<file path="config.mk">
export PLATFORM = sky130hd
export DESIGN_NAME = brf_ctrl
export DESIGN_NICKNAME = d
export VERILOG_FILES = /design/src/design/brf_pkg.sv /design/src/design/brf_ctrl.sv
export SDC_FILE = /design/constraint.sdc
export NUM_CORES = 1
export LEC_CHECK = 0
export BUFFER_PORTS_ARGS = -buffer_cell sky130_fd_sc_hd__buf_2
export CORE_AREA = 2 2 39 41
export DETAILED_ROUTE_END_ITERATION = 6
export DIE_AREA = 0 0 41 43
export GPL_ROUTABILITY_DRIVEN = 1
export GPL_TIMING_DRIVEN = 0
export PLACE_DENSITY = 0.3
export SYNTH_ARGS = -nofsm -noshare
export SYNTH_HDL_FRONTEND = slang
export SYNTH_SLANG_ARGS = --single-unit
</file>
<file path="constraint.sdc">
create_clock -name clock -period 2.2 [get_ports clock]
set_input_delay 0 -clock clock [delete_from_list [all_inputs] [get_ports clock]]
set_output_delay 0 -clock clock [all_outputs]
set_load 0.02 [all_outputs]
</file>
<file path="src/design/brf_pkg.sv">
// Shared types and constants for the byte ring FIFO with admission.
// No dependencies; used by every module of the block except brf_ram.
`default_nettype none

package brf_pkg;

   localparam int MAX_DEPTH = 1024;
   localparam int MIN_SIZE  = 512;
   localparam int ADDR_W    = $clog2(MAX_DEPTH);
   localparam int CNT_W     = 11;
   localparam int BYTE_W    = 8;
   localparam int RDR_W     = 8;
   localparam int CSR_IDX_W = 2;

   typedef enum logic [1:0] {
      CMD_WRITE   = 2'd0,
      CMD_READ    = 2'd1,
      CMD_OPEN    = 2'd2,
      CMD_RELEASE = 2'd3
   } cmd_type;

   typedef enum logic [1:0] {
      MODE_READ  = 2'd0,
      MODE_WRITE = 2'd1,
      MODE_BOTH  = 2'd2,
      MODE_NONE  = 2'd3
   } mode_type;

   typedef enum logic [2:0] {
      ST_OK               = 3'd0,
      ST_EMPTY            = 3'd1,
      ST_FULL             = 3'd2,
      ST_WRITER_BUSY      = 3'd3,
      ST_TOO_MANY_READERS = 3'd4
   } status_type;

   typedef enum logic [CSR_IDX_W-1:0] {
      CSR_RING_SIZE   = 2'd0,
      CSR_MAX_READERS = 2'd1
   } csr_idx_type;

   typedef enum logic {
      S_IDLE      = 1'b0,
      S_READ_WAIT = 1'b1
   } state_type;

   // controller -> datapath
   typedef struct packed {
      logic accept;     // take the current request beat
      logic load_mem;   // capture RAM read data into data_out
   } ctrl_cmd_type;

   // datapath -> controller
   typedef struct packed {
      logic pop_go;     // current request is a read that will pop a byte
   } dp_stat_type;

endpackage

`default_nettype wire

</file>
<file path="src/design/brf_ctrl.sv">
// Controller for the byte ring FIFO: request/response handshake sequencing.
// Depends on brf_pkg.
`default_nettype none

module brf_ctrl (
   input  wire logic                  clock,
   input  wire logic                  reset,
   input  wire logic                  req_valid,
   output      logic                  req_ready,
   output      logic                  rsp_valid,
   input  wire logic                  rsp_ready,
   input  wire brf_pkg::dp_stat_type  stat,
   output      brf_pkg::ctrl_cmd_type cmd
);
   import brf_pkg::*;

   state_type state_ff, state_in;
   logic      rsp_valid_ff, rsp_valid_in;

   // state and response-valid registers
   always_ff @(posedge clock) begin
      if (reset) begin
         state_ff     <= S_IDLE;
         rsp_valid_ff <= 1'b0;
      end else begin
         state_ff     <= state_in;
         rsp_valid_ff <= rsp_valid_in;
      end
   end

   // next state and commands
   always_comb begin
      state_in     = state_ff;
      rsp_valid_in = rsp_valid_ff && !rsp_ready;
      req_ready    = 1'b0;
      cmd          = '0;
      case (state_ff)
         S_IDLE: begin
            // output slot free, or draining this cycle
            req_ready  = !rsp_valid_ff || rsp_ready;
            cmd.accept = req_valid && req_ready;
            if (cmd.accept) begin
               if (stat.pop_go) begin
                  state_in = S_READ_WAIT;
               end else begin
                  rsp_valid_in = 1'b1;
               end
            end
         end
         S_READ_WAIT: begin
            // RAM data is ready; response slot is empty here
            cmd.load_mem = 1'b1;
            rsp_valid_in = 1'b1;
            state_in     = S_IDLE;
         end
         default: begin
            state_in = S_IDLE;
         end
      endcase
   end

   assign rsp_valid = rsp_valid_ff;

endmodule

`default_nettype wire

</file>
== Word level (Yosys, flattened, before mapping) ==
Cells that the tools add are included.

* Multiplexer cells: 9
* Bitwise logic cells: 1
* Reduce and logical (&&, ||, !) cells: 5

{| class="wikitable"
|+ Operator list
! kind !! number
|-
| $mux W1 || 7
|-
| $pmux W1 S2 || 2
|-
| $logic_and A1 B1 Y1 || 2
|-
| $logic_not A1 Y1 || 2
|-
| $logic_or A1 B1 Y1 || 1
|-
| $not A1 Y1 || 1
|}

* Bits of input ports: 5
* Word-level logic and storage cells: 17
* Flip-flop bits (word level): 2
* Output and inout port bits: 4

== Depth between registers and ports, before layout ==
Gate-level depths: netlist of run 1.

* Word-level depth: 5
* Depth in mapped cells: 2
* Gate-level depth less buffers: 2

== Worst setup path after synthesis of run 1 ==
OpenSTA, ideal clock, no wires.

* Path type: reg2out
* Start point: register rsp_valid_ff, in the netlist rsp_valid
* End point: output cmd[1] in the netlist's numbering
* Data arrival time: 1.037 ns
* Slack: 1.163 ns
* Required time: 2.200 ns
* Stages on the path, launching flop included: 3
* Cells stage by stage: dfxtp_1 > nor2b_4 > nor3b_1

{| class="wikitable"
|+ RTL lines
! element !! line !! RTL
|-
| start, declared || brf_ctrl.sv:18 || <nowiki>logic rsp_valid_ff, rsp_valid_in;</nowiki>
|-
| start signal, assigned || brf_ctrl.sv:27 || <nowiki>rsp_valid_ff <= rsp_valid_in;</nowiki>
|-
| end, declared || brf_ctrl.sv:13 || <nowiki>output brf_pkg::ctrl_cmd_type cmd</nowiki>
|}

==> impl_metrics.env, run 1 <==
export IMPL_setup_tns_final_ns=0
export IMPL_grt_max_degree=6
export IMPL_hold_viol_final=0
export IMPL_gpl_final_weighted_congestion=0.610
export IMPL_placement_io_buffers=8
export IMPL_final_period_utilization_pct=46.6
export IMPL_drtIter0Drc=3
export IMPL_synth_seq_area_share_pct=35.6
export IMPL_number_of_synthesized_register_bits=2
export IMPL_reg2reg_from="rsp_valid"
export IMPL_max_clock_path_buffers=2
export IMPL_grt_remaining_overflow=0
export IMPL_rrSetupSlack_ns=1.38
export IMPL_synth_top_cells_by_area="dfxtp_1 (36%), nor4b_2 (13%), nor2b_4 (12%), o31a_1 (7.8%), buf_4 (6.7%)"
export IMPL_final_setup_skew_ns=0.00130
export IMPL_area_share_of_the_largest_cell_type_after_synthesis_pct=35.6
export IMPL_final_antenna_net_count=0
export IMPL_hold_start="reset"
export IMPL_grt_usage_pct=5.51
export IMPL_floorplan_core_area_mm2=0.00138
export IMPL_die_height_um=43
export IMPL_maxClockFrequency_ghz=0.975
export IMPL_clk_pin_slew_ns=0.03
export IMPL_cp_start_kind="register"
export IMPL_max_cap_violations=0
export IMPL_leakagePower_nw=0.0908
export IMPL_unrepaired_setup_endpoints_after_global_routing="false"
export IMPL_synthToLayoutAreaGrowth_pct=73.3
export IMPL_cts_root_buf="clkbuf_4"
export IMPL_r2r_end="rsp_valid"
export IMPL_wl_per_cell_um=8.34
export IMPL_hold_path_cell_count=3
export IMPL_syn_area_per_cell_um2=10.2
export IMPL_vdd_ir_drop_worst_mv=0.113
export IMPL_placed_area_um2=173
export IMPL_swShare_pct=24.3
export IMPL_pwr_density_cell_mw_per_mm2=750
export IMPL_slew_at_the_pin_with_the_worst_max_slew_slack_ns=0.184
export IMPL_antenna_cells=0
export IMPL_status="finished clean"
export IMPL_start_util_pct=8.14
export IMPL_worstPathArrival_ns=1.03
export IMPL_critical_path_peak_fanout=4
export IMPL_hp_class="in -> reg"
export IMPL_cts_repair_resize_count=0
export IMPL_io_pins=9
export IMPL_cts_hold_buffers_added=0
export IMPL_post_route_min_period_ns=1.03
export IMPL_p_sw_mw=0.0356
export IMPL_critical_path_end_type="primary output"
export IMPL_clock_power_share_pct=55.2
export IMPL_power_combinational_fraction_pct=17.0
export IMPL_route_final_wire_length_um=317
export IMPL_vias_per_cell=3.03
export IMPL_worst_ep_required_time_ns=2.20
export IMPL_part_of_the_total_power_dissipated_in_sequential_elements_pct=27.8
export IMPL_power_report_internal_total_mw=0.111
export IMPL_fp_dieArea_mm2=0.00176
export IMPL_htree_num_levels=1
export IMPL_vias_in_the_first_global_route=123
export IMPL_r2r_cells=2
export IMPL_post_route_cell_area_um2=195
export IMPL_cts_made_buffers=3
export IMPL_syn_inst=11
export IMPL_report_final_setup_viol=0
export IMPL_detailedRoute_firstPassIterationCount=4
export IMPL_worstSkewPairLatency_ns=0.22
export IMPL_cts_tree="yes"
export IMPL_crit_type="reg -> out"
export IMPL_hold_ws_ns=0.0238
export IMPL_slew_headroom_pct=87.7
export IMPL_die_width_um=41
export IMPL_final_layout_size_suffix_gt1_share_pct=63.6
export IMPL_num_vias=115
export IMPL_antenna_found_initial=0
export IMPL_remaining_drc_errors=0
export IMPL_yosysWarnings=0
export IMPL_synthesis_area_um2=113
export IMPL_post_cts_setup_buffer_count=0
export IMPL_clock_sinks=2
export IMPL_library_cell_occupying_the_most_area_in_the_post_synthesis_netlist="dfxtp_1"
export IMPL_min_delay_worst_endpoint="rsp_valid"
export IMPL_wire_length_of_the_first_global_routing_pass_um=524
export IMPL_placement_rows=14
export IMPL_layout_nets=29
export IMPL_syn_nets=16
export IMPL_maxSlewViolCount=0
export IMPL_yosys_cell_types_count=10
[flip-flops by register name (all words and copies together), names as in the netlist]
| signal | cells |
|---|---|
| state_ff | 1 |
| rsp_valid | 1 |
[synthesized netlist by cell type, drive strengths merged]
| cell type | n |
|---|---|
| buf | 1 |
| nor3b | 1 |
| nand2b | 1 |
| nor2b | 2 |
| nor4b | 1 |
| dfxtp | 2 |
| o31a | 1 |
| inv | 1 |
| nor2 | 1 |
[worst max-delay path, stage by stage (launching register included)]
cell and delay [ns]:
dfxtp_1 0.31, nor2b_4 0.14, nor3b_1 0.17, buf_2 0.19
[cells in the final DEF (no fill, tap or decap)]
master	netlist	routed
nor4b_2	1	1
nand2b_1	1	1
clkbuf_4	0	3
nor2_1	1	1
o31a_1	1	1
nor3b_1	1	1
inv_1	1	1
nor2b_4	1	1
buf_2	0	8
nor2b_1	1	1
dfxtp_1	2	2
buf_4	1	1
[stage by stage]
stage               utilization [%]  power, mW  setup slack (ns)  instances
floorplan                         -     0.0561              1.16         11
global placement               12.5     0.0664              1.39         35
detailed placement             12.5     0.0664              1.38         35
CTS                            14.1      0.154              1.15         38
global route                   14.1      0.163              1.09         38
finish                         14.1      0.146              1.17         38
[routing by layer]
layer  GRT usage [%]  up-vias  wire length, um
met5               0        -                0
met4            8.00        0                6
met3            6.81        2               66
met2            3.75        9              101
met1            5.73       45              143
li1                -       59                -
[power by group through the flow]
stage | Clock, mW | Combinational [mW] | Sequential [mW]
after global placement | 0 | 0.0254 | 0.0410
after floorplan | 0 | 0.0138 | 0.0423
after global routing | 0.0944 | 0.0275 | 0.0409
after CTS | 0.0877 | 0.0254 | 0.0407
after detailed placement | 0 | 0.0253 | 0.0412
final | 0.0808 | 0.0249 | 0.0407
[logic make-up (layout without fill, tap and decap cells)]
kind of cell | Yosys count | count (layout) | synth area share [%]
flops | 2 | 2 | 35.6
buf+inv | 2 | 13 | 10.0
compound gates | 1 | 1 | 7.78
simple gates | 6 | 6 | 46.7
[how the worst max path moves through the flow]
stage / startpoint / slack [ns] / endpoint
global route: rsp_valid / 1.09 / cmd[1]
CTS: rsp_valid / 1.15 / cmd[1]
floorplan: rsp_valid / 1.16 / cmd[1]
detailed placement: rsp_valid / 1.38 / rsp_valid
global placement: rsp_valid / 1.39 / rsp_valid
finish: rsp_valid / 1.17 / cmd[1]
[cell type report]
type	count	area [um2]
Multi-Input combinational cell	7	61.3
Clock buffer	3	22.5
Inverter	1	3.75
Buffer	1	7.51
Tap cell	16	20.0
Timing Repair Buffer	8	40.0
Sequential cell	2	40.0
Fill cell	162	1190
(Power assumes the default switching activity.)
==> run 2: changes to the inputs <==
==> constraint.sdc (replaced) <==
create_clock -name clock -period 0.85 [get_ports clock]
set_input_delay 0 -clock clock [delete_from_list [all_inputs] [get_ports clock]]
set_output_delay 0 -clock clock [all_outputs]
set_load 0.02 [all_outputs]
==> impl_metrics.env, run 2 (synthesis gave the netlist of run 1 again) <==
export IMPL_status="complete, but fails checks"
export IMPL_slew_headroom_pct=88.8
export IMPL_failed_checks="setup timing"
export IMPL_max_clock_path_buffers=2
export IMPL_cp_start_kind="register"
export IMPL_clk_pin_slew_ns=0.04
export IMPL_wire_length_of_the_first_global_routing_pass_um=489
export IMPL_most_common_layout_cells="buf_2 (5), buf_4 (4), clkbuf_4 (3)"
export IMPL_detailedRoute_firstPassIterationCount=2
export IMPL_cts_root_buf="clkbuf_4"
export IMPL_unrepaired_setup_endpoints_after_global_routing="true"
export IMPL_remaining_drc_errors=0
export IMPL_worst_ep_required_time_ns=0.85
export IMPL_post_route_cell_area_um2=240
export IMPL_fp_dieArea_mm2=0.00176
export IMPL_vdd_ir_drop_worst_mv=0.514
export IMPL_place_hpwl_um=200
export IMPL_fillers=156
export IMPL_route_final_wire_length_um=296
export IMPL_post_route_min_period_ns=0.984
export IMPL_placement_rows=14
export IMPL_final_critical_path_setup_slack_ns=-0.134
export IMPL_slew_at_the_pin_with_the_worst_max_slew_slack_ns=0.167
export IMPL_final_setup_skew_ns=0.00957
export IMPL_worstSetupStartpoint="rsp_valid"
export IMPL_leakagePower_nw=0.109
export IMPL_layout_nets=31
export IMPL_grt_usage_pct=5.11
export IMPL_setup_tns_final_ns=-0.290
export IMPL_layout_cells_most_common="buf_2"
export IMPL_critical_path_end_type="primary output"
export IMPL_drtIter0Drc=1
export IMPL_antenna_cells=0
export IMPL_seq_area_um2=47.5
export IMPL_power_total_mw=0.416
export IMPL_gpl_final_weighted_congestion=0.562
export IMPL_cts_made_buffers=3
export IMPL_hold_ws_ns=0.0466
export IMPL_antenna_found_initial=0
export IMPL_start_util_pct=8.14
export IMPL_vias_in_the_first_global_route=122
export IMPL_placed_area_um2=181
export IMPL_floorplan_core_area_mm2=0.00138
export IMPL_die_height_um=43
export IMPL_maxClockFrequency_ghz=1.02
export IMPL_reg2reg_from="rsp_valid"
export IMPL_maxSlewViolCount=0
export IMPL_worstPathArrival_ns=0.98
export IMPL_hold_path_cell_count=3
export IMPL_max_cap_violations=0
export IMPL_hold_viol_final=0
export IMPL_wl_per_cell_um=7.22
export IMPL_hp_class="in -> reg"
export IMPL_pwr_density_cell_mw_per_mm2=1730
export IMPL_hold_start="stat"
export IMPL_final_period_utilization_pct=116
export IMPL_htree_num_levels=1
export IMPL_vias_per_cell=3.05
export IMPL_num_vias=125
export IMPL_timing_critical_path_slowest_stage_cell="dfxtp_4"
export IMPL_clock_sinks=2
export IMPL_final_layout_size_suffix_gt1_share_pct=72.0
export IMPL_synthToLayoutAreaGrowth_pct=113
export IMPL_final_antenna_net_count=0
export IMPL_worstSkewPairLatency_ns=0.23
export IMPL_cts_tree="yes"
export IMPL_max_stage_delay_ns=0.33
export IMPL_path_cells="nor2b_4 -> nor3b_2 -> buf_4"
export IMPL_grt_remaining_overflow=0
export IMPL_r2r_cells=3
export IMPL_crit_type="reg -> out"
export IMPL_report_final_setup_viol=4
export IMPL_placement_io_buffers=8
export IMPL_grt_max_degree=6
export IMPL_die_width_um=41
export IMPL_critical_path_peak_fanout=3
export IMPL_multiInputGateArea_um2=66.3
export IMPL_io_pins=9
-- run 2: cell types whose count changed in the layout (fill, tap and decap cells not counted) --
cell           delta
buf_4             +3
dfxtp_1           -2
nor3b_2           +1
clkbuf_1          +1
buf_6             +1
dfxtp_4           +2
buf_2             -3
nor3b_1           -1
dlygate4sd3_1     +1
-- run 2: routing by layer --
metal  global-route usage (%)  vias to the layer above  share of wire (%)
met5                        0                        -                  0
met4                     6.00                        0                  0
met3                     6.28                        0                 15
met2                     3.75                        9                 35
met1                     5.75                       52                 49
li1                         -                       64                  -
-- run 2: stage by stage --
step	setup WS, ns	std cells	util [%]
2_1_floorplan	0.0313	11	-
3_3_place_gp	0.0525	35	13.1
3_5_place_dp	0.0548	35	13.1
4_1_cts	-0.156	41	17.2
5_1_grt	-0.177	41	17.4
6_report	-0.134	41	17.4
-- run 2: cell type report --
class / instances / area share, %
Buffer: 1 / 3.13
Sequential cell: 2 / 19.8
Clock buffer: 4 / 10.9
Tap cell: 16 / 8.33
Inverter: 1 / 1.56
Multi-Input combinational cell: 7 / 27.6
Timing Repair Buffer: 10 / 28.6
-- run 2: critical path, delay by kind of cell (launching register included) --
kind | cells | cell delay (ns)
simple gates | 2 | 0.27
buf+inv | 1 | 0.16
flops | 1 | 0.33
-- run 2: what timing repair did --
action,CTS,global route
pin swaps,1,0
resized for setup,5,1
setup buffers,1,0
endpoints found under the hold margin,1,0
endpoints found under the setup margin,3,4
hold buffers,1,0
-- run 2: power breakdown --
part           total (mW)  internal (mW)  switching, mW  leakage (nW)
clock network       0.233          0.175         0.0584        0.0150
logic              0.0806         0.0444         0.0362        0.0763
registers           0.102         0.0977        0.00475        0.0178
-- run 2: path summary, 6_finish.rpt --
path / endpoint / slack, ns
setup / recovery: cmd[1] / -0.13
setup reg to reg: rsp_valid / -0.07
hold / removal: state_ff / 0.05
hold reg to reg: state_ff / 0.45
